File: src/hdl/ttl_pkg.sv
// ----------------------------------------------------------------------------
// ttl_pkg
// Shared types and constants of the TTL cache table.
// ----------------------------------------------------------------------------
package ttl_pkg;

   localparam int ENTRIES    = 8;
   localparam int SLOT_W     = (ENTRIES > 1) ? $clog2(ENTRIES) : 1;
   localparam int COUNT_W    = $clog2(ENTRIES + 1);
   localparam int KEY_W      = 64;
   localparam int TTL_W      = 32;
   localparam int DATA_W     = 32;
   localparam int CMD_W      = 2;
   localparam int QUEUE_DEPTH = 2;
   localparam int REQ_DATA_W = 136;
   localparam int RSP_DATA_W = 80;

   typedef enum logic [CMD_W-1:0] {
      CMD_INSERT = 2'd0,
      CMD_REMOVE = 2'd1,
      CMD_LOOKUP = 2'd2,
      CMD_TICK   = 2'd3
   } cmd_type;

   typedef struct packed {
      cmd_type             command;
      logic [KEY_W-1:0]    key;
      logic [TTL_W-1:0]    ttl;
      logic [DATA_W-1:0]   data;
   } item_type;

   typedef enum logic [2:0] {
      ST_IDLE,
      ST_FIND,
      ST_TICK_DEC,
      ST_TICK_SWEEP,
      ST_EVICT_SCAN,
      ST_EVICT_MOVE,
      ST_WRITE,
      ST_DONE
   } state_type;

endpackage

File: src/hdl/ttl_front.sv
// ----------------------------------------------------------------------------
// ttl_front
// Accepts command items, decodes them and queues them for the engine.
// ----------------------------------------------------------------------------
module ttl_front (
   input  logic                          clock,
   input  logic                          reset,
   input  logic                          in_valid,
   output logic                          in_ready,
   input  logic [ttl_pkg::REQ_DATA_W-1:0] in_data,
   output logic                          out_valid,
   input  logic                          out_ready,
   output ttl_pkg::item_type             out_item
);
   localparam int PTR_W = $clog2(ttl_pkg::QUEUE_DEPTH);

   ttl_pkg::item_type q_ff [ttl_pkg::QUEUE_DEPTH];
   logic [PTR_W-1:0] wr_ff, wr_in, rd_ff, rd_in;
   logic [PTR_W:0]   cnt_ff, cnt_in;
   ttl_pkg::item_type dec;
   logic push, pop;

   always_comb begin
      dec.command = ttl_pkg::cmd_type'(in_data[1:0]);
      dec.key     = in_data[65:2];
      dec.ttl     = in_data[97:66];
      dec.data    = in_data[129:98];
   end

   assign in_ready  = (cnt_ff != (PTR_W+1)'(ttl_pkg::QUEUE_DEPTH));
   assign out_valid = (cnt_ff != '0);
   assign out_item  = q_ff[rd_ff];
   assign push = in_valid && in_ready;
   assign pop  = out_valid && out_ready;

   always_comb begin
      wr_in  = push ? wr_ff + 1'b1 : wr_ff;
      rd_in  = pop ? rd_ff + 1'b1 : rd_ff;
      cnt_in = cnt_ff + (PTR_W+1)'(push) - (PTR_W+1)'(pop);
   end

   always_ff @(posedge clock) begin
      if (reset) begin
         wr_ff  <= '0;
         rd_ff  <= '0;
         cnt_ff <= '0;
      end else begin
         wr_ff  <= wr_in;
         rd_ff  <= rd_in;
         cnt_ff <= cnt_in;
      end
   end

   always_ff @(posedge clock) begin
      if (push) begin
         q_ff[wr_ff] <= dec;
      end
   end
endmodule

File: src/hdl/ttl_engine.sv
// ----------------------------------------------------------------------------
// ttl_engine
// Executes queued commands on the record table, one slot per cycle,
// and holds the result in an output register.
// ----------------------------------------------------------------------------
module ttl_engine (
   input  logic                          clock,
   input  logic                          reset,
   input  logic                          in_valid,
   output logic                          in_ready,
   input  ttl_pkg::item_type             in_item,
   output logic                          out_valid,
   input  logic                          out_ready,
   output logic [ttl_pkg::RSP_DATA_W-1:0] out_data
);
   localparam int SW = ttl_pkg::SLOT_W;
   localparam int CW = ttl_pkg::COUNT_W;

   logic [ttl_pkg::KEY_W-1:0]  key_ff  [ttl_pkg::ENTRIES];
   logic [ttl_pkg::TTL_W-1:0]  ttl_ff  [ttl_pkg::ENTRIES];
   logic [ttl_pkg::DATA_W-1:0] data_ff [ttl_pkg::ENTRIES];

   ttl_pkg::state_type state_ff, state_in;
   ttl_pkg::item_type  cur_ff;
   logic [CW-1:0] count_ff, count_in;
   logic [CW-1:0] idx_ff, idx_in;
   logic [SW-1:0] best_ff, best_in;
   logic [SW-1:0] wslot_ff, wslot_in;
   logic          hit_ff, hit_in, ev_ff, ev_in;
   logic [CW-1:0] exp_ff, exp_in;
   logic          ov_ff;
   logic [ttl_pkg::RSP_DATA_W-1:0] od_ff;

   logic [SW-1:0] idx_s, last_s;
   logic          take, at_end, key_eq, fin;
   logic [SW-1:0] out_slot;
   logic [ttl_pkg::TTL_W-1:0]  out_ttl;
   logic [ttl_pkg::DATA_W-1:0] out_dat;

   assign idx_s  = idx_ff[SW-1:0];
   assign last_s = SW'(count_ff - 1'b1);
   assign at_end = (idx_ff >= count_ff);
   assign key_eq = !at_end && (key_ff[idx_s] == cur_ff.key);
   assign in_ready = (state_ff == ttl_pkg::ST_IDLE);
   assign take  = in_valid && in_ready;
   assign fin   = (state_ff == ttl_pkg::ST_DONE) && (!ov_ff || out_ready);
   assign out_valid = ov_ff;
   assign out_data  = od_ff;

   always_comb begin
      state_in = state_ff;
      unique case (state_ff)
         ttl_pkg::ST_IDLE:
            if (in_valid) begin
               state_in = (in_item.command == ttl_pkg::CMD_TICK) ?
                          ttl_pkg::ST_TICK_DEC : ttl_pkg::ST_FIND;
            end
         ttl_pkg::ST_FIND:
            if (key_eq) begin
               state_in = (cur_ff.command == ttl_pkg::CMD_INSERT) ?
                          ttl_pkg::ST_WRITE : ttl_pkg::ST_DONE;
            end else if (at_end) begin
               if (cur_ff.command != ttl_pkg::CMD_INSERT) begin
                  state_in = ttl_pkg::ST_DONE;
               end else if (count_ff >= CW'(ttl_pkg::ENTRIES)) begin
                  state_in = ttl_pkg::ST_EVICT_SCAN;
               end else begin
                  state_in = ttl_pkg::ST_WRITE;
               end
            end
         ttl_pkg::ST_TICK_DEC:
            if (at_end) state_in = ttl_pkg::ST_TICK_SWEEP;
         ttl_pkg::ST_TICK_SWEEP:
            if (at_end) state_in = ttl_pkg::ST_DONE;
         ttl_pkg::ST_EVICT_SCAN:
            if (at_end) state_in = ttl_pkg::ST_EVICT_MOVE;
         ttl_pkg::ST_EVICT_MOVE: state_in = ttl_pkg::ST_WRITE;
         ttl_pkg::ST_WRITE:      state_in = ttl_pkg::ST_DONE;
         ttl_pkg::ST_DONE:
            if (!ov_ff || out_ready) state_in = ttl_pkg::ST_IDLE;
         default: state_in = ttl_pkg::ST_IDLE;
      endcase
   end

   always_comb begin
      idx_in   = idx_ff;
      count_in = count_ff;
      best_in  = best_ff;
      wslot_in = wslot_ff;
      hit_in   = hit_ff;
      ev_in    = ev_ff;
      exp_in   = exp_ff;
      unique case (state_ff)
         ttl_pkg::ST_IDLE: begin
            idx_in = '0;
            best_in = '0;
            hit_in = 1'b0;
            ev_in  = 1'b0;
            exp_in = '0;
         end
         ttl_pkg::ST_FIND:
            if (key_eq) begin
               hit_in = 1'b1;
               wslot_in = idx_s;
            end else if (at_end) begin
               idx_in = CW'(1);
               wslot_in = SW'(count_ff);
            end else begin
               idx_in = idx_ff + 1'b1;
            end
         ttl_pkg::ST_TICK_DEC:
            idx_in = at_end ? '0 : idx_ff + 1'b1;
         ttl_pkg::ST_TICK_SWEEP:
            if (!at_end) begin
               if (ttl_ff[idx_s] == '0) begin
                  count_in = count_ff - 1'b1;
                  exp_in = exp_ff + 1'b1;
               end else begin
                  idx_in = idx_ff + 1'b1;
               end
            end
         ttl_pkg::ST_EVICT_SCAN:
            if (!at_end) begin
               if (ttl_ff[idx_s] < ttl_ff[best_ff]) best_in = idx_s;
               idx_in = idx_ff + 1'b1;
            end
         ttl_pkg::ST_EVICT_MOVE: begin
            count_in = count_ff - 1'b1;
            wslot_in = last_s;
            ev_in = 1'b1;
         end
         ttl_pkg::ST_WRITE:
            if (!hit_ff) count_in = count_ff + 1'b1;
         ttl_pkg::ST_DONE:
            if (fin && hit_ff && cur_ff.command == ttl_pkg::CMD_REMOVE) begin
               count_in = count_ff - 1'b1;
            end
         default: ;
      endcase
   end

   always_ff @(posedge clock) begin
      if (reset) begin
         state_ff <= ttl_pkg::ST_IDLE;
         count_ff <= '0;
         ov_ff    <= 1'b0;
      end else begin
         state_ff <= state_in;
         count_ff <= count_in;
         if (fin) begin
            ov_ff <= 1'b1;
         end else if (out_ready) begin
            ov_ff <= 1'b0;
         end
      end
   end

   always_ff @(posedge clock) begin
      idx_ff   <= idx_in;
      best_ff  <= best_in;
      wslot_ff <= wslot_in;
      hit_ff   <= hit_in;
      ev_ff    <= ev_in;
      exp_ff   <= exp_in;
      if (take) cur_ff <= in_item;
   end

   always_ff @(posedge clock) begin
      unique case (state_ff)
         ttl_pkg::ST_TICK_DEC:
            if (!at_end && ttl_ff[idx_s] != '0) ttl_ff[idx_s] <= ttl_ff[idx_s] - 1'b1;
         ttl_pkg::ST_TICK_SWEEP:
            if (!at_end && ttl_ff[idx_s] == '0) begin
               key_ff[idx_s]  <= key_ff[last_s];
               ttl_ff[idx_s]  <= ttl_ff[last_s];
               data_ff[idx_s] <= data_ff[last_s];
            end
         ttl_pkg::ST_EVICT_MOVE: begin
            key_ff[best_ff]  <= key_ff[last_s];
            ttl_ff[best_ff]  <= ttl_ff[last_s];
            data_ff[best_ff] <= data_ff[last_s];
         end
         ttl_pkg::ST_WRITE: begin
            key_ff[wslot_ff]  <= cur_ff.key;
            ttl_ff[wslot_ff]  <= cur_ff.ttl;
            data_ff[wslot_ff] <= cur_ff.data;
         end
         ttl_pkg::ST_DONE:
            if (fin && hit_ff && cur_ff.command == ttl_pkg::CMD_REMOVE) begin
               key_ff[wslot_ff]  <= key_ff[last_s];
               ttl_ff[wslot_ff]  <= ttl_ff[last_s];
               data_ff[wslot_ff] <= data_ff[last_s];
            end
         default: ;
      endcase
   end

   always_comb begin
      out_slot = '0;
      out_ttl  = '0;
      out_dat  = '0;
      if (cur_ff.command == ttl_pkg::CMD_INSERT) begin
         out_slot = wslot_ff;
         out_ttl  = cur_ff.ttl;
         out_dat  = cur_ff.data;
      end else if (cur_ff.command != ttl_pkg::CMD_TICK && hit_ff) begin
         out_slot = wslot_ff;
         out_ttl  = ttl_ff[wslot_ff];
         out_dat  = data_ff[wslot_ff];
      end
   end

   always_ff @(posedge clock) begin
      if (fin) begin
         od_ff <= {3'b000, 4'(exp_ff), ev_ff,
                   4'((hit_ff && cur_ff.command == ttl_pkg::CMD_REMOVE) ?
                      count_ff - 1'b1 : count_ff),
                   out_dat, out_ttl, 3'(out_slot), hit_ff};
      end
   end
endmodule

File: src/hdl/ttl_cache_table_unit.sv
// ----------------------------------------------------------------------------
// ttl_cache_table_unit
// TTL cache table: insert, remove, lookup and tick over a dense record table.
//
// channel  dir  fields
// req_     in   tdata: command[1:0] key[65:2] ttl_in[97:66] data_in[129:98]
// rsp_     out  tdata: hit, slot, ttl_out, data_out, occupancy, evicted,
//                      expired_count
// Each item walks the table one slot a cycle; an insert into a full table
// also scans for the smallest TTL to evict, and a tick makes a decrement
// pass and then a sweep pass. A two-item queue lets requests arrive while
// a result waits. Reset clears the record count; no clearing pass.
// ----------------------------------------------------------------------------
module ttl_cache_table_unit (
   input  logic         clock,
   input  logic         reset,
   input  logic         req_tvalid,
   output logic         req_tready,
   input  logic [135:0] req_tdata,   // command, key, ttl_in, data_in
   output logic         rsp_tvalid,
   input  logic         rsp_tready,
   output logic [79:0]  rsp_tdata    // hit, slot, ttl_out, data_out, occupancy,
                                     // evicted, expired_count
);
   logic              q_valid, q_ready;
   ttl_pkg::item_type q_item;

   ttl_front u_front (
      .clock(clock), .reset(reset),
      .in_valid(req_tvalid), .in_ready(req_tready), .in_data(req_tdata),
      .out_valid(q_valid), .out_ready(q_ready), .out_item(q_item)
   );

   ttl_engine u_engine (
      .clock(clock), .reset(reset),
      .in_valid(q_valid), .in_ready(q_ready), .in_item(q_item),
      .out_valid(rsp_tvalid), .out_ready(rsp_tready), .out_data(rsp_tdata)
   );
endmodule

File: config.mk
export PLATFORM = sky130hd
export DESIGN_NAME = ttl_cache_table_unit
export DESIGN_NICKNAME = d
export VERILOG_FILES = /design/src/hdl/ttl_pkg.sv /design/src/hdl/ttl_front.sv /design/src/hdl/ttl_engine.sv /design/src/hdl/ttl_cache_table_unit.sv
export SDC_FILE = /design/constraint.sdc
export NUM_CORES = 2
export LEC_CHECK = 0
export BUFFER_PORTS_ARGS = -buffer_cell sky130_fd_sc_hd__buf_2
export CAP_MARGIN = 20
export CORE_ASPECT_RATIO = 0.8
export CORE_MARGIN = 2
export CORE_UTILIZATION = 54
export CTS_BUF_LIST = sky130_fd_sc_hd__clkbuf_4 sky130_fd_sc_hd__clkbuf_8
export DETAILED_ROUTE_END_ITERATION = 7
export PLACE_DENSITY = 0.71
export SLEW_MARGIN = 20
export SYNTH_ARGS = -nofsm -noshare
export SYNTH_HDL_FRONTEND = slang
export SYNTH_HIERARCHICAL = 1
export SYNTH_SLANG_ARGS = --single-unit
export TNS_END_PERCENT = 20
File: constraint.sdc
create_clock -name clock -period 22.3 [get_ports clock]
set_clock_uncertainty 0.05 [all_clocks]
set_input_delay 3.345 -clock clock [delete_from_list [all_inputs] [get_ports clock]]
set_output_delay 3.345 -clock clock [all_outputs]
set_load 0.05 [all_outputs]
==> impl_metrics.tcl <==
set metrics [dict create \
    ys.warnings.count 6 \
    rows 119 \
    ys_types 79 \
    synthAdderAreaFrac_pct 0.746 \
    wl_per_cell_um 28.2 \
    peakVddDrop_uv 138 \
    synth_xor_area_share_pct 1.07 \
    dr.first_iter.drc_count 4272 \
    clock-sinks 1529 \
    io_buffers 212 \
    tritoncts "built" \
    place_hpwl_um 101000 \
    ctsResizeCount 0 \
    setup_viol 0 \
    synth_compound_gate_area_share_pct 3.79 \
    fin_setup_tns_ns 0 \
    grt.busiest_layer "met2" \
    nets 4500 \
    fmax_mhz 131 \
    design_area_um2 79300 \
    gr-usage-all-layers_pct 26.2 \
    worstPathMaxFanout 41 \
    p_leak_uw 0.0256 \
    startpoint "rsp_tready" \
    yosysSeqAreaShare_pct 63.7 \
    fillers 9588 \
    use_met1_pct 35.6 \
    yosys.cell_count.top_type "edfxtp_1" \
    tightestPinTransition_ns 1.17 \
    hold_violations 0 \
    hp-class "reg -> reg" \
    syn_area_um2 71700 \
    failed_checks "DRC" \
    synthFlopType "edfxtp_1" \
    critPathSlowestCell "nor2b_4" \
    synth_top_family_by_area "multiplexers" \
    start_util_pct 54.4 \
    drc 32 \
    synth_edf_count 1507 \
    fin_crit_sh_pct 34.4 \
    grt_setup_unrepaired "no" \
    async_reset_ff_share_pct 0 \
    critPathTopFamily "simple AND/OR/NAND/NOR gates" \
    cp.required_ns 22.83 \
    ff2ff_setup_slack_ns 14.73 \
    finalWirelength_um 177000 \
    die_h_um 330 \
    cts_setup_buffers 0 \
    reg2reg_to "u_engine/data_ff[5][3]" \
    fin_crit_ns 7.66 \
    htreeDepth 4 \
    grt_max_degree 97 \
    dieArea_um2 136000 \
    max_stage_delay_ns 0.93 \
    ys_seq_elements 1529 \
    synth_simple_gate_area_share_pct 4.25 \
    ctsHoldBuffers 0 \
    dpl_cell_area_um2 74500 \
    globalplace.congestion 0.857 \
    drv_cap 0 \
    grt_pass1_wl_um 263000 \
    hold-path-endpoint "u_engine/out_data[72]" \
    numCtsBuffers 229 \
    drive_above_1_share_pct 31.9 \
    cts_buffer_depth 3 \
    slew_headroom_pct 22.0 \
    ant_nets 0 \
    pin_count 222 \
    power_density_nw_per_um2 130 \
    vias 41000 \
    antenna_found_initial 8 \
    grt_pass1_vias 41700 \
    path_common_cell "buf_4" \
    cp-end-kind "register" \
    critPathKind "in -> reg" \
    synthMuxAreaShare_pct 24.4 \
    hold_start "u_engine/ev_ff" \
    fp.coreArea_um2 132000 \
    vias_per_cell 6.54 \
    rr_worst_depth 12 \
    status "finished, violations left" \
    syn2layout_area_growth_pct 10.5 \
    firstDrtPassIters 8 \
    drv_slew 0 \
    min_delay_path_depth 0 \
    startpoint_type "primary input" \
    met2_usage_pct 42.8 \
    synth_top_area_cell "edfxtp_1" \
    clkLatencyLatePin_ns 0.99 \
    synth.area.top_cells "edfxtp_1 63%, mux4_2 18%, mux2i_1 3.4%" \
    cts_root_buf "clkbuf_8" \
    power_uw 10300 \
    synthCells 4066 \
    synth_commonest_cells "1507 x edfxtp_1, 572 x mux4_2, 381 x nand2_1" \
    grt_use_met3_pct 5.24 \
    path_cells "buf_2 > nand2b_1 > nor2b_4 > a21oi_1 > nand3_1 > buf_4 > nand2_1 > nor2_4 > buf_4 > buf_4" \
    clk_pin_slew_ns 0.07 \
    yosysTopAreaCellShare_pct 63.1 \
    path_buf_inv 4 \
    die_w_um 412 \
    worstPathArrival_ns 8.19 \
    syn_area_per_cell_um2 17.6 \
    overflow 0 \
]
-- flip-flops by register name, indices dropped and copies added (netlist names), 3 cells and up, named ones only --
signal             flops
u_engine/key_ff      512
u_front/q_ff         260
u_engine/data_ff     256
u_engine/ttl_ff      256
u_engine/cur_ff      130
u_engine/out_data     77
u_engine/count_ff      4
u_engine/exp_ff        4
u_engine/idx_ff        4
u_engine/best_ff       3
u_engine/state_ff      3
u_engine/wslot_ff      3
-- per-stage QoR --
step / hold slack, ns / cells / setup slack [ns] / util, %
3_3_place_gp: 0.360 / 5841 / 13.71 / 56.6
3_5_place_dp: 0.370 / 5841 / 13.70 / 56.6
4_1_cts: 0.383 / 6260 / 14.73 / 60.2
2_1_floorplan: 0.350 / 4068 / 8.94 / -
5_1_grt: 0.413 / 6262 / 14.41 / 60.2
6_report: 0.379 / 6264 / 14.64 / 60.2
-- layout make-up --
class | instances | area, µm² | share of cell area, %
antenna | 4 | 10.0 | 0.0126
clock buffer | 300 | 3720 | 4.69
clock inverter | 119 | 1040 | 1.31
inverter | 32 | 125 | 0.158
multi-input combinational | 2233 | 24800 | 31.3
sequential | 1529 | 45700 | 57.7
tap | 1754 | 2190 | 2.77
timing repair buffer | 293 | 1690 | 2.14
-- logic make-up after synthesis --
| logic type | after synthesis |
|---|---|
| fa+ha+maj | 43 |
| mux | 983 |
| simple gates | 704 |
| xor+xnor | 88 |
| buf+inv | 306 |
| other cells | 1 |
| compound gates | 412 |
| flops | 1529 |
-- worst reg2reg max path, cell delays in order, from the launching register on --
cell and delay (ns):
dfxtp_4 0.87, buf_4 0.58, mux4_1 0.63, or3_1 0.38, a211oi_1 0.60, nor3b_2 0.67
nand4_1 0.35, nand3_1 0.18, buf_4 0.31, nand2_1 0.31, nor2_4 0.63, buf_4 0.75
buf_4 0.84
-- cells in the final DEF, fill, tap and decap left out, types with 12 or more instances in the layout --
cell type / n
buf_2: 212
a21o_1: 25
clkinv_2: 38
a221o_1: 22
edfxtp_1: 1507
nand2_1: 380
xnor2_1: 43
ha_1: 41
bufinv_16: 15
clkbuf_4: 66
clkinv_1: 47
xor2_1: 43
nor2_1: 156
mux2_2: 140
nor2b_1: 14
a21oi_1: 72
clkbuf_8: 234
nand4_1: 21
mux4_2: 572
a31oi_1: 98
mux2i_1: 246
buf_4: 79
o21ai_0: 79
nor3_1: 22
and3_1: 19
nand3_1: 15
a22oi_1: 31
mux4_1: 20
nor2_4: 17
inv_1: 28
a22o_1: 12
-- where the power goes --
part | internal, µW | switching (µW) | leakage (µW)
Clock | 1270 | 1100 | 0.00250
Combinational | 1410 | 2130 | 0.00914
Sequential | 4090 | 303 | 0.0139
-- per-layer routing --
layer / part of all wire [%] / routed length (µm)
met1: 39 / 69000
met2: 49 / 87000
met3: 8.9 / 15700
met4: 2.8 / 4880
met5: 0.017 / 30
-- worst max-delay path by stage --
stage	cells past startpoint	slack, ns	endpoint
2_1_floorplan	7	8.94	u_engine/data_ff[5][0]
3_3_place_gp	10	13.71	u_engine/key_ff[5][32]
3_5_place_dp	10	13.70	u_engine/key_ff[5][14]
4_1_cts	12	14.73	u_engine/data_ff[5][2]
5_1_grt	12	14.41	u_engine/data_ff[5][3]
6_report	10	14.64	u_engine/data_ff[5][3]
Power figures use the tool's default switching activity.
